`config.mk`:
```
export PLATFORM = sky130hd
export DESIGN_NAME = cell_readback_pec_checker_core
export DESIGN_NICKNAME = d
export VERILOG_FILES = /design/src/rtl/core/crpc_pkg.sv /design/src/rtl/core/crpc_frame_step.sv /design/src/rtl/core/cell_readback_pec_checker_core.sv
export SDC_FILE = /design/constraint.sdc
export NUM_CORES = 1
export LEC_CHECK = 0
export BUFFER_PORTS_ARGS = -buffer_cell sky130_fd_sc_hd__buf_2
export CAP_MARGIN = 20
export CORE_AREA = 2 2 91 93
export DETAILED_ROUTE_END_ITERATION = 6
export DIE_AREA = 0 0 93 95
export SLEW_MARGIN = 25
export SYNTH_ARGS = -nofsm -noshare
export SYNTH_HDL_FRONTEND = slang
export SYNTH_SLANG_ARGS = --single-unit
export TNS_END_PERCENT = 1
```
`constraint.sdc`:
```
create_clock -name clk -period 2.8 [get_ports clk]
set_clock_uncertainty 0.2 [all_clocks]
set_input_delay 0.14 -clock clk [delete_from_list [all_inputs] [get_ports clk]]
set_output_delay 0.14 -clock clk [all_outputs]
set_load 0.01 [all_outputs]
```
`src/rtl/core/crpc_pkg.sv`:
```
// Shared types, constants and the CRC-15 byte update for the cell readback checker.
// No dependencies; imported by crpc_frame_step and cell_readback_pec_checker_core.
package crpc_pkg;

  localparam int STACK_CHIPS_DEFAULT = 16;
  localparam logic [14:0] PEC_SEED = 15'd16;
  localparam logic [14:0] PEC_POLY = 15'h4599;
  localparam logic [2:0] POS_PEC_HIGH = 3'd6;
  localparam logic [2:0] POS_PEC_LOW = 3'd7;
  localparam logic KIND_CELL = 1'b0;
  localparam logic KIND_FRAME = 1'b1;

  typedef struct packed {
    logic [2:0] pos;
    logic [14:0] crc;
    logic [7:0] held;
  } crpc_state_t;

  typedef struct packed {
    logic has_result;
    logic kind;
    logic [3:0] chip;
    logic [3:0] cell_number;
    logic [15:0] cell_code;
    logic pec_mismatch;
  } crpc_result_t;

  function automatic logic [14:0] crc15_byte(logic [14:0] rem, logic [7:0] din);
    logic [14:0] r;
    logic fb;
    r = rem;
    for (int b = 7; b >= 0; b--) begin
      fb = din[b] ^ r[14];
      r = {r[13:0], 1'b0};
      if (fb) begin
        r = r ^ PEC_POLY;
      end
    end
    return r;
  endfunction

endpackage

```
`src/rtl/core/crpc_frame_step.sv`:
```
// Combinational frame step: advances the frame state by one in-range word, forms any result.
// Depends on crpc_pkg for the state and result types and the CRC-15 byte update.
module crpc_frame_step import crpc_pkg::*; #(
  parameter int STACK_CHIPS = STACK_CHIPS_DEFAULT
) (
  input  crpc_state_t  state,
  input  logic [7:0]   rx_byte,
  input  logic [1:0]   group,
  input  logic [3:0]   chip,
  output crpc_state_t  state_next,
  output crpc_result_t result
);

  logic [15:0] received;
  logic [15:0] computed;
  logic [3:0] cell_number;

  assign received = {state.held, rx_byte};
  assign computed = {state.crc, 1'b0};
  assign cell_number = 4'({2'b00, group} * 4'd3) + {2'b00, state.pos[2:1]};

  always_comb begin
    state_next = state;
    result = '0;
    if ({1'b0, chip} < 5'(STACK_CHIPS)) begin
      if (state.pos < POS_PEC_HIGH) begin
        state_next.crc = crc15_byte(state.crc, rx_byte);
        state_next.pos = state.pos + 3'd1;
        if (!state.pos[0]) begin
          state_next.held = rx_byte;
        end else begin
          result.has_result = 1'b1;
          result.kind = KIND_CELL;
          result.chip = chip;
          result.cell_number = cell_number;
          result.cell_code = {rx_byte, state.held};
        end
      end else if (state.pos == POS_PEC_HIGH) begin
        state_next.held = rx_byte;
        state_next.pos = POS_PEC_LOW;
      end else begin
        state_next.pos = 3'd0;
        state_next.crc = PEC_SEED;
        state_next.held = 8'd0;
        result.has_result = 1'b1;
        result.kind = KIND_FRAME;
        result.chip = chip;
        result.pec_mismatch = (received != computed);
      end
    end
  end

endmodule

```
`src/rtl/core/cell_readback_pec_checker_core.sv`:
```
// Cell readback checker: an input register, one frame step, and an output register.
// A result is registered in the output register when the frame step fires, which a stalled output can hold off.
// Throughput is one word per cycle while the output does not stall; the CRC-15 byte update is combinational.
// Synchronous reset clears both registers' valid flags and returns the frame state to byte 0,
// with the CRC at its seed; depends on crpc_pkg and crpc_frame_step.
module cell_readback_pec_checker_core import crpc_pkg::*; #(
  parameter int STACK_CHIPS = STACK_CHIPS_DEFAULT
) (
  input  logic        clk,
  input  logic        rst,
  input  logic        in_valid,
  output logic        in_stall,
  input  logic [7:0]  rx_byte,
  input  logic [1:0]  group,
  input  logic [3:0]  chip,
  output logic        out_valid,
  input  logic        out_stall,
  output logic        kind,
  output logic [3:0]  chip_out,
  output logic [3:0]  cell_number,
  output logic [15:0] cell_code,
  output logic        pec_mismatch
);

  logic s1_valid;
  logic [7:0] s1_byte;
  logic [1:0] s1_group;
  logic [3:0] s1_chip;
  crpc_state_t state;
  crpc_state_t state_next;
  crpc_result_t result;
  logic fire;
  logic in_accept;

  crpc_frame_step #(.STACK_CHIPS(STACK_CHIPS)) u_step (
    .state      (state),
    .rx_byte    (s1_byte),
    .group      (s1_group),
    .chip       (s1_chip),
    .state_next (state_next),
    .result     (result)
  );

  assign fire = s1_valid && (!result.has_result || !out_valid || !out_stall);
  assign in_stall = s1_valid && !fire;
  assign in_accept = in_valid && !in_stall;

  always_ff @(posedge clk) begin
    if (rst) begin
      s1_valid <= 1'b0;
    end else if (in_accept) begin
      s1_valid <= 1'b1;
    end else if (fire) begin
      s1_valid <= 1'b0;
    end
    if (in_accept) begin
      s1_byte <= rx_byte;
      s1_group <= group;
      s1_chip <= chip;
    end
  end

  always_ff @(posedge clk) begin
    if (rst) begin
      state.pos <= 3'd0;
      state.crc <= PEC_SEED;
      state.held <= 8'd0;
    end else if (fire) begin
      state <= state_next;
    end
  end

  always_ff @(posedge clk) begin
    if (rst) begin
      out_valid <= 1'b0;
    end else if (fire && result.has_result) begin
      out_valid <= 1'b1;
    end else if (!out_stall) begin
      out_valid <= 1'b0;
    end
    if (fire && result.has_result) begin
      kind <= result.kind;
      chip_out <= result.chip;
      cell_number <= result.cell_number;
      cell_code <= result.cell_code;
      pec_mismatch <= result.pec_mismatch;
    end
  end

  a_frame_end_resets: assert property (@(posedge clk) disable iff (rst)
    (fire && result.has_result && result.kind == KIND_FRAME) |=>
    (state.pos == 3'd0 && state.crc == PEC_SEED))
    else $error("frame state not restored after frame check");

  a_stall_needs_work: assert property (@(posedge clk) disable iff (rst)
    !s1_valid |-> !in_stall)
    else $error("input stalled with empty input register");

  a_frame_fields_zero: assert property (@(posedge clk) disable iff (rst)
    (out_valid && kind == KIND_FRAME) |-> (cell_code == 16'd0 && cell_number == 4'd0))
    else $error("frame check word carries cell fields");

  a_cell_no_mismatch: assert property (@(posedge clk) disable iff (rst)
    (out_valid && kind == KIND_CELL) |-> !pec_mismatch)
    else $error("cell code word carries a mismatch flag");

endmodule

```
After elaboration in Yosys (flattened, before gate mapping)
Cells that the tools add are included.
- multiply operators: 1
- equal/unequal tests: 5
- bitwise logic cells: 16
- mux-type cells: 27
- add/subtract/negate cells: 2
- magnitude comparators: 1
- div/mod/pow operators: 0
- shifts and indexed selects: 0
- reductions and logical operators: 16
- operators by type and width (operator ; number):
    $mux 15 ; 16
    $not 7->7 ; 8
    $mux 26 ; 2
    $mux 8 ; 2
    $ne 16x16->1 ; 1
    $mux 6 ; 2
    $xor 1x1->1 ; 8
    $reduce_and 2->1 ; 3
    $logic_not 1->1 ; 5
    $add 4x2->4 ; 1
    $logic_and 1x1->1 ; 4
    $mul 2x2->4 const B ; 1
    $mux 1 ; 4
    $ne 2x1->1 const B ; 2
    $add 3x1->3 const B ; 1
    $eq 3x3->1 const B ; 1
    $lt 3x3->1 const B ; 1
    $mux 3 ; 1
    $logic_or 1x1->1 ; 2
    $ne 2x2->1 const B ; 1
    $reduce_bool 2->1 ; 1
    $reduce_or 2->1 ; 1
- memory bits (read-only): 0
- word-level logic and storage cells: 81
- memories kept: 0
- bits of input ports: 18
- RAM bits: 0
- output and inout port bits: 28
- register bits: 68
- bits in latches: 0

Depth between registers and ports, before layout
Gate-level depths: netlist of run 1.
- depth after elaboration: 24
- depth in mapped cells: 9
- gate-level depth less buffers: 8

Modules after synthesis
Synthesis of run 1 repeated with hierarchy kept, for this count alone.
- cell total of the unflattened synthesis: 319
- area, all modules: 3724.8 sq um
- modules (own cells, without submodules) (module ; times used ; cells an instance ; area an instance (sq um) ; sequential area each (sq um)):
    cell_readback_pec_checker_core ; 1 ; 165 ; 2472.4 ; 1761.7
    crpc_frame_step ; 1 ; 154 ; 1252.5 ; 0.0

Worst setup path after synthesis of run 1
No wires, ideal clock.
- path type: register to register
- start point: register state[23] (netlist name)
- end point: register cell_code[0] (enable)
- arrival: 2.390 ns
- buffers on the path: 1
- required time: 2.191 ns
- slack: -0.199 ns
- period minus slack after synthesis: 2.999 ns
- cell stages (with the launch flop): 8
- setup time: 0.409 ns
- cell sequence: dfxtp_1 clkbuf_1 inv_1 ha_1 nand3_1 o21ai_0 o21ai_1 nor2_1
- longest elaborated chain between the ends: 8
- elaborated cells between the ends (all ways): 10
- those cells by class: order compare: 1; eq/ne: 1; mux: 3; reduce/logical: 5
- RTL lines (element ; RTL line ; source):
    parallel branches: the longest is 2 deep, another holds $lt 3x3->1 ; -- ;
    $mux 6 (*) ; crpc_frame_step.sv:26 ; if (state.pos < POS_PEC_HIGH) begin
    $logic_not 1->1 ; cell_readback_pec_checker_core.sv:44 ; assign fire = s1_valid && (!result.has_result || !out_valid || !out_stall);
    $logic_or 1x1->1 (2 in series) ; cell_readback_pec_checker_core.sv:44 ;
    $logic_and 1x1->1 ; cell_readback_pec_checker_core.sv:44 ;
    $logic_and 1x1->1 (*) ; cell_readback_pec_checker_core.sv:81 ; if (fire && result.has_result) begin
    to (signal assigned) ; cell_readback_pec_checker_core.sv:85 ; cell_code <= result.cell_code;
    to (decl) ; cell_readback_pec_checker_core.sv:21 ; output logic [15:0] cell_code,
Mark *: on every way between the ends.
A chain may end at the register's enable or synchronous reset.

Worst setup path after layout of run 1
- start point: register state[24] (netlist name)
- end point: register cell_code[14] (enable)
- longest elaborated chain between the ends: 8
- elaborated cells between the ends (all ways): 9
- those cells by class: order compare: 1; eq/ne: 1; mux: 2; reduce/logical: 5
- RTL lines (element ; RTL line):
    parallel branches: the longest is 2 deep, another holds $lt 3x3->1 ; --
    $mux 6 (*) ; crpc_frame_step.sv:26
    $logic_not 1->1 ; cell_readback_pec_checker_core.sv:44
    $logic_or 1x1->1 (2 in series) ; cell_readback_pec_checker_core.sv:44
    $logic_and 1x1->1 ; cell_readback_pec_checker_core.sv:44
    $logic_and 1x1->1 (*) ; cell_readback_pec_checker_core.sv:81
Marks and branches as above.

==> results_dict.tcl, run 1 <==
set metrics [dict create \
    holdPathStages 2 \
    period_needed_ps 2507 \
    core_area_mm2 0.007928 \
    seq_area_frac_synth 0.5698 \
    synth-simple-area-share 0.1068 \
    slowest_delay_ps 510 \
    start_util 0.3900 \
    placed_area_mm2 0.003462 \
    design_area_mm2 0.003887 \
    p_leak_uw 0.001475 \
    power.share.switching 0.3080 \
    drt_wl_total_um 6142 \
    drc 0 \
    cts_inserted_buffers 9 \
    layout_common_cells "45 x buf_2, 40 x edfxtp_1, 38 x xnor2_1" \
    overflow 0 \
    viasPerCell 4.691 \
    cpMaxStageDelayCell "dfxtp_1" \
    synthArstFlopShare 0 \
    pwr-share-comb 0.365 \
    worstHoldStart "rst" \
    root_buffer "clkbuf_8" \
    peakVddDrop_mv 0.3765 \
    cp.required_ps 2610 \
    drtAntennaViolNets 0 \
    row_count 33 \
    num_antenna_cells 0 \
    whs_ps 12.20 \
    antenna_found_initial 0 \
    slew-limit-headroom 0.6056 \
    drt_iter0_drc 54 \
    port_buffers 45 \
    ios 46 \
    switching_power_uw 1134 \
    rsz0062_at_grt "no" \
    layout_commonest_cell "buf_2" \
    grt_pass1_vias 2025 \
    r2r_end "cell_code[14]" \
    pwr-share-seq 0.348 \
    track_usage 0.1541 \
    tritoncts "built" \
    muxShareOfSynthArea 0.003238 \
    worst_setup_path_end_kind "flip-flop" \
    worstPathArrival_ps 2320 \
    synth_edf_count 40 \
    r2r_slack_ps 290 \
    path_max_fanout 26 \
    maxSlewViolCount 0 \
    post_drt_wl_per_cell_um 14.38 \
    dieWidth_um 93 \
    cp_cell_sequence "ha_1 > nand3_1 > o21ai_0 > o21ai_1 > nor2_2 > buf_4" \
    synth_ff_type "edfxtp_1" \
    postCtsSetupRepairBufs 0 \
    power.internal_uw 2547 \
    drive_gt1_frac 0.2422 \
    yosys_warnings 0 \
    finalCritPeriodShare 0.8955 \
    crit_path_start_kind "flip-flop" \
    p_total_uw 3681 \
    powerDensity_mw_per_mm2 946.8 \
    synthAdderAreaFrac 0.02914 \
    h-tree-depth 3 \
    hold_class "in -> reg" \
    ys_ff_latch 68 \
    path_class "reg -> reg" \
    synth_area_mm2 0.003092 \
    synthDistinctLibCells 36 \
    syn_nets 272 \
    syn_area_per_cell_um2 12.47 \
    firstDrtPassIters 4 \
    clockBufferDepth 2 \
    r2r-start "state[24]" \
    die_height_um 95 \
    worst_pin_slew_ps 590.4 \
    hpwlAfterDp_um 4408 \
    outcome "complete, no violations" \
    synth_cells 248 \
    max_freq_ghz 0.3988 \
    ff2ff_path_depth 6 \
    nets 341 \
    grt_pass1_wl_um 10230 \
    cp.buffers_inverters 1 \
    synthXorXnorAreaFrac 0.1890 \
    p_clk_frac 0.287 \
    routabilityCongestion 0.8374 \
    grt_max_degree 28 \
    die_area_mm2 0.008835 \
    via_count 2003 \
    cp_top_family "flip-flops" \
    min_to "state[3]" \
    fin_setup_tns_ps 0 \
    setup_viol 0 \
    synth_compound_area_frac 0.08377 \
    synthToLayoutAreaGrowth_pct 25.74 \
    path_clk_slew_ps 80 \
    clock_latency_ps 350 \
    cap_violations 0 \
    cts.sinks 68 \
    synth_top_family_by_area "XOR/XNOR gates" \
    finalHoldViolations 0 \
]
flip-flops by register name, indices dropped and copies added (netlist names):
register      count
pec_mismatch      1
s1_valid          1
s1_byte           8
state            26
cell_code        16
s1_chip           4
cell_number       4
kind              1
out_valid         1
chip_out          4
s1_group          2
metal layers:
metal  track usage  up-vias  part of all wire
met2        0.2403       42              0.45
met1        0.2015      931              0.49
met3       0.04549       12             0.038
met4       0.06373        0             0.019
met5             0        -                 0
li1              -     1018                 -
power by group through the flow:
stage	clock (uW)	sequential, uW	combinational (uW)
floorplan	0	1270	1130
global placement	0	1300	1320
detailed placement	0	1300	1330
CTS	1070	1280	1360
global route	1120	1290	1470
finish	1060	1280	1340
worst reg2reg max path, cell delays in order, from the launching register on:
cell and delay, ps:
dfxtp_1 510, ha_1 320, nand3_1 180, o21ai_0 230, o21ai_1 270, nor2_2 130
buf_4 310
cell type report:
cell class	count	area (um2)
Clock inverter	6	137.6
Sequential cell	68	1762
Tap cell	105	131.4
Inverter	6	22.52
Clock buffer	10	127.6
Multi-Input combinational cell	165	1276
Fill cell	718	4040
Timing Repair Buffer	67	430.4
cells by family (layout without fill, tap and decap cells):
group	count (synthesis)	count (layout)
multiplexers	1	1
buffers and inverters	15	89
flip-flops	68	68
AND/OR/NAND/NOR	64	64
AO/OA/AOI/OAI	35	35
adder cells (fa/ha/maj)	6	6
XOR/XNOR	59	59
stage by stage:
stage,util,cells,setup WS (ps)
floorplan,-,248,185.6
global placement,0.4367,395,471.8
detailed placement,0.4367,395,387.0
CTS,0.4904,427,332.1
global route,0.4904,427,109.2
finish,0.4904,427,292.7
worst max path at each step:
stage                    from       endpoint  slack (ps)  depth (start not counted)
detailed placement  state[24]   cell_code[0]         390                          6
global placement    state[24]   cell_code[0]         470                          6
finish              state[24]  cell_code[14]         290                          6
global route        state[24]  cell_code[10]         110                          6
CTS                 state[24]  cell_code[14]         330                          6
floorplan           state[23]   cell_code[0]         190                          7
what timing repair did:
item                       CTS  global route
hold buffers                16             0
setup endpoints to repair    0             0
hold endpoints to repair    16             0
gates resized for setup      0             0
synth_stat cells (2+ instances only):
master,number,area [um2]
inv_1,6,22.52
nand4_1,3,18.77
nor2b_1,2,12.51
xnor2_1,38,332.8
nor3_1,3,15.01
xor2_1,12,105.1
nand2_1,5,18.77
xnor2_2,9,146.4
edfxtp_1,40,1201
a21oi_1,5,25.02
dfxtp_1,28,560.5
a22oi_1,13,97.59
and2_1,6,37.54
ha_1,4,50.05
and3_1,17,106.4
nor2_1,22,82.58
clkbuf_1,8,30.03
fa_1,2,40.04
a22o_1,8,70.07
(Power assumes the default switching activity.)
==> run 2: changes to the inputs <==
--- a/config.mk
+++ b/config.mk
@@ -10,6 +10,7 @@
 export CORE_AREA = 2 2 91 93
 export DETAILED_ROUTE_END_ITERATION = 6
 export DIE_AREA = 0 0 93 95
+export SKIP_LAST_GASP = 1
 export SLEW_MARGIN = 25
 export SYNTH_ARGS = -nofsm -noshare
 export SYNTH_HDL_FRONTEND = slang
==> constraint.sdc (replaced) <==
create_clock -name clk -period 2.8 [get_ports clk]
set_clock_uncertainty 0.2 [all_clocks]
set_input_delay 0.42 -clock clk [delete_from_list [all_inputs] [get_ports clk]]
set_output_delay 0.42 -clock clk [all_outputs]
set_load 0.01 [all_outputs]
==> run 2 against run 1 <==
Fmax down 0.62%. Wire length down 2.5%. Non-clock buffer count down 16. Setup slack worse by 16 ps. Combinational power about the same. Hold slack better by 23 ps. Sequential power about the same. First-iteration DRC count up 15%. Count of clock-buffer cells in the layout unchanged. Critical endpoint unchanged. Largest cell class unchanged. Largest power group unchanged.
==> results_dict.tcl, run 2 (synthesis results as in run 1) <==
set metrics [dict create \
    path_class "reg -> reg" \
    die_height_um 95 \
    cp_cell_sequence "ha_1 > nand3_1 > o21ai_0 > o21ai_1 > nor2_2 > buf_4" \
    fin_setup_tns_ps 0 \
    port_buffers 45 \
    ff2ff_path_depth 6 \
    holdBufCountCts 0 \
    maxSlewViolCount 0 \
    grt_pass1_vias 1934 \
    finalHoldViolations 0 \
    cts.sinks 68 \
    setup_viol 0 \
    core_area_mm2 0.007928 \
    holdPathStages 1 \
    drt_wl_total_um 5988 \
    synthToLayoutAreaGrowth_pct 20.56 \
    drive_gt1_frac 0.2549 \
    largest_reg_flops 26 \
    slowest_delay_ps 510 \
    cp.required_ps 2610 \
    place_inst 395 \
    tritoncts "built" \
    fillers 734 \
    design_area_mm2 0.003727 \
    h-tree-depth 3 \
    placed_area_mm2 0.003462 \
    rsz0062_at_grt "no" \
    dieWidth_um 93 \
    viasPerCell 4.703 \
    start_util 0.3900 \
    slew-limit-headroom 0.6075 \
    period_needed_ps 2523 \
    antenna_found_initial 0 \
    nets 325 \
    clock_latency_ps 350 \
    largestRegisters "state (26), cell_code (16), s1_byte (8)" \
    path_clk_slew_ps 90 \
    powerDensity_mw_per_mm2 984.4 \
    ios 46 \
    routabilityCongestion 0.8374 \
    grt_pass1_wl_um 9963 \
    outcome "complete, no violations" \
    overflow 0 \
    worstPathArrival_ps 2340 \
    clockBufferDepth 2 \
    seq_area_mm2 0.001762 \
    firstDrtPassIters 4 \
    postCtsSetupRepairBufs 0 \
    path_max_fanout 26 \
    cts_inserted_buffers 9 \
    stdcell_count 411 \
    worst_pin_slew_ps 587.5 \
    track_usage 0.1506 \
    hpwlAfterDp_um 4408 \
    finalCritPeriodShare 0.9011 \
    cts-resized-gates 0 \
    peakVddDrop_mv 0.3768 \
    cpMaxStageDelayCell "dfxtp_1" \
    post_drt_wl_per_cell_um 14.57 \
    drtAntennaViolNets 0 \
    cap_violations 0 \
    p_leak_uw 0.001408 \
    grt_max_degree 28 \
    drt_iter0_drc 62 \
    max_freq_ghz 0.3964 \
    worst_setup_path_end_kind "flip-flop" \
    drc 0 \
    die_area_mm2 0.008835 \
    crit_path_start_kind "flip-flop" \
    multi_input_area_mm2 0.001276 \
    layout_common_cells "45 x buf_2, 40 x edfxtp_1, 38 x xnor2_1" \
    root_buffer "clkbuf_8" \
    hold_class "in -> reg" \
    layout_commonest_cell "buf_2" \
    regMostFlops "state" \
    via_count 1933 \
    row_count 33 \
    num_antenna_cells 0 \
]
==> run 2: path summary, 6_finish.rpt <==
path,start,to,slack (ps)
setup / recovery,state[24],cell_code[14],280
hold / removal,group[0],s1_group[0],30
setup reg to reg,state[24],cell_code[14],280
hold reg to reg,s1_chip[1],chip_out[1],310
==> run 2: layer usage <==
metal,vias to the layer above,global-route usage,wire length (um)
met5,-,0,0
met3,10,0.04549,241
met1,896,0.1995,2939
met4,0,0.05882,107
li1,988,-,-
met2,39,0.2325,2699
==> run 2: final cells by class <==
cell class                      instances  area share
Sequential cell                        68      0.4726
Multi-Input combinational cell        165      0.3424
Timing Repair Buffer                   51     0.07251
Clock inverter                          6     0.03693
Tap cell                              105     0.03525
Clock buffer                           10     0.03424
Inverter                                6    0.006042
==> run 2: report_power, final <==
part           internal (uW)  total, uW  switching (uW)
Sequential              1160       1280             122
Combinational            689       1330             640
Clock                    685       1060             375
==> run 2: worst max-delay path: cells and delay by family, from the launching register on <==
family          cells  cell delay (ps)
simple gates        2              300
buf+inv             1              310
fa+ha+maj           1              320
compound gates      2              520
flops               1              510
==> run 2: metrics by stage <==
| stage | power, uW | hold slack [ps] | setup WS, ps | util |
|---|---|---|---|---|
| finish | 3669 | 35.00 | 277.0 | 0.4702 |
| detailed placement | 2633 | 310.9 | 387.0 | 0.4367 |
| CTS | 3688 | 23.88 | 332.1 | 0.4702 |
| floorplan | 2399 | 281.7 | 185.6 | - |
| global placement | 2624 | 305.0 | 471.8 | 0.4367 |
| global route | 3864 | 14.85 | 109.2 | 0.4702 |
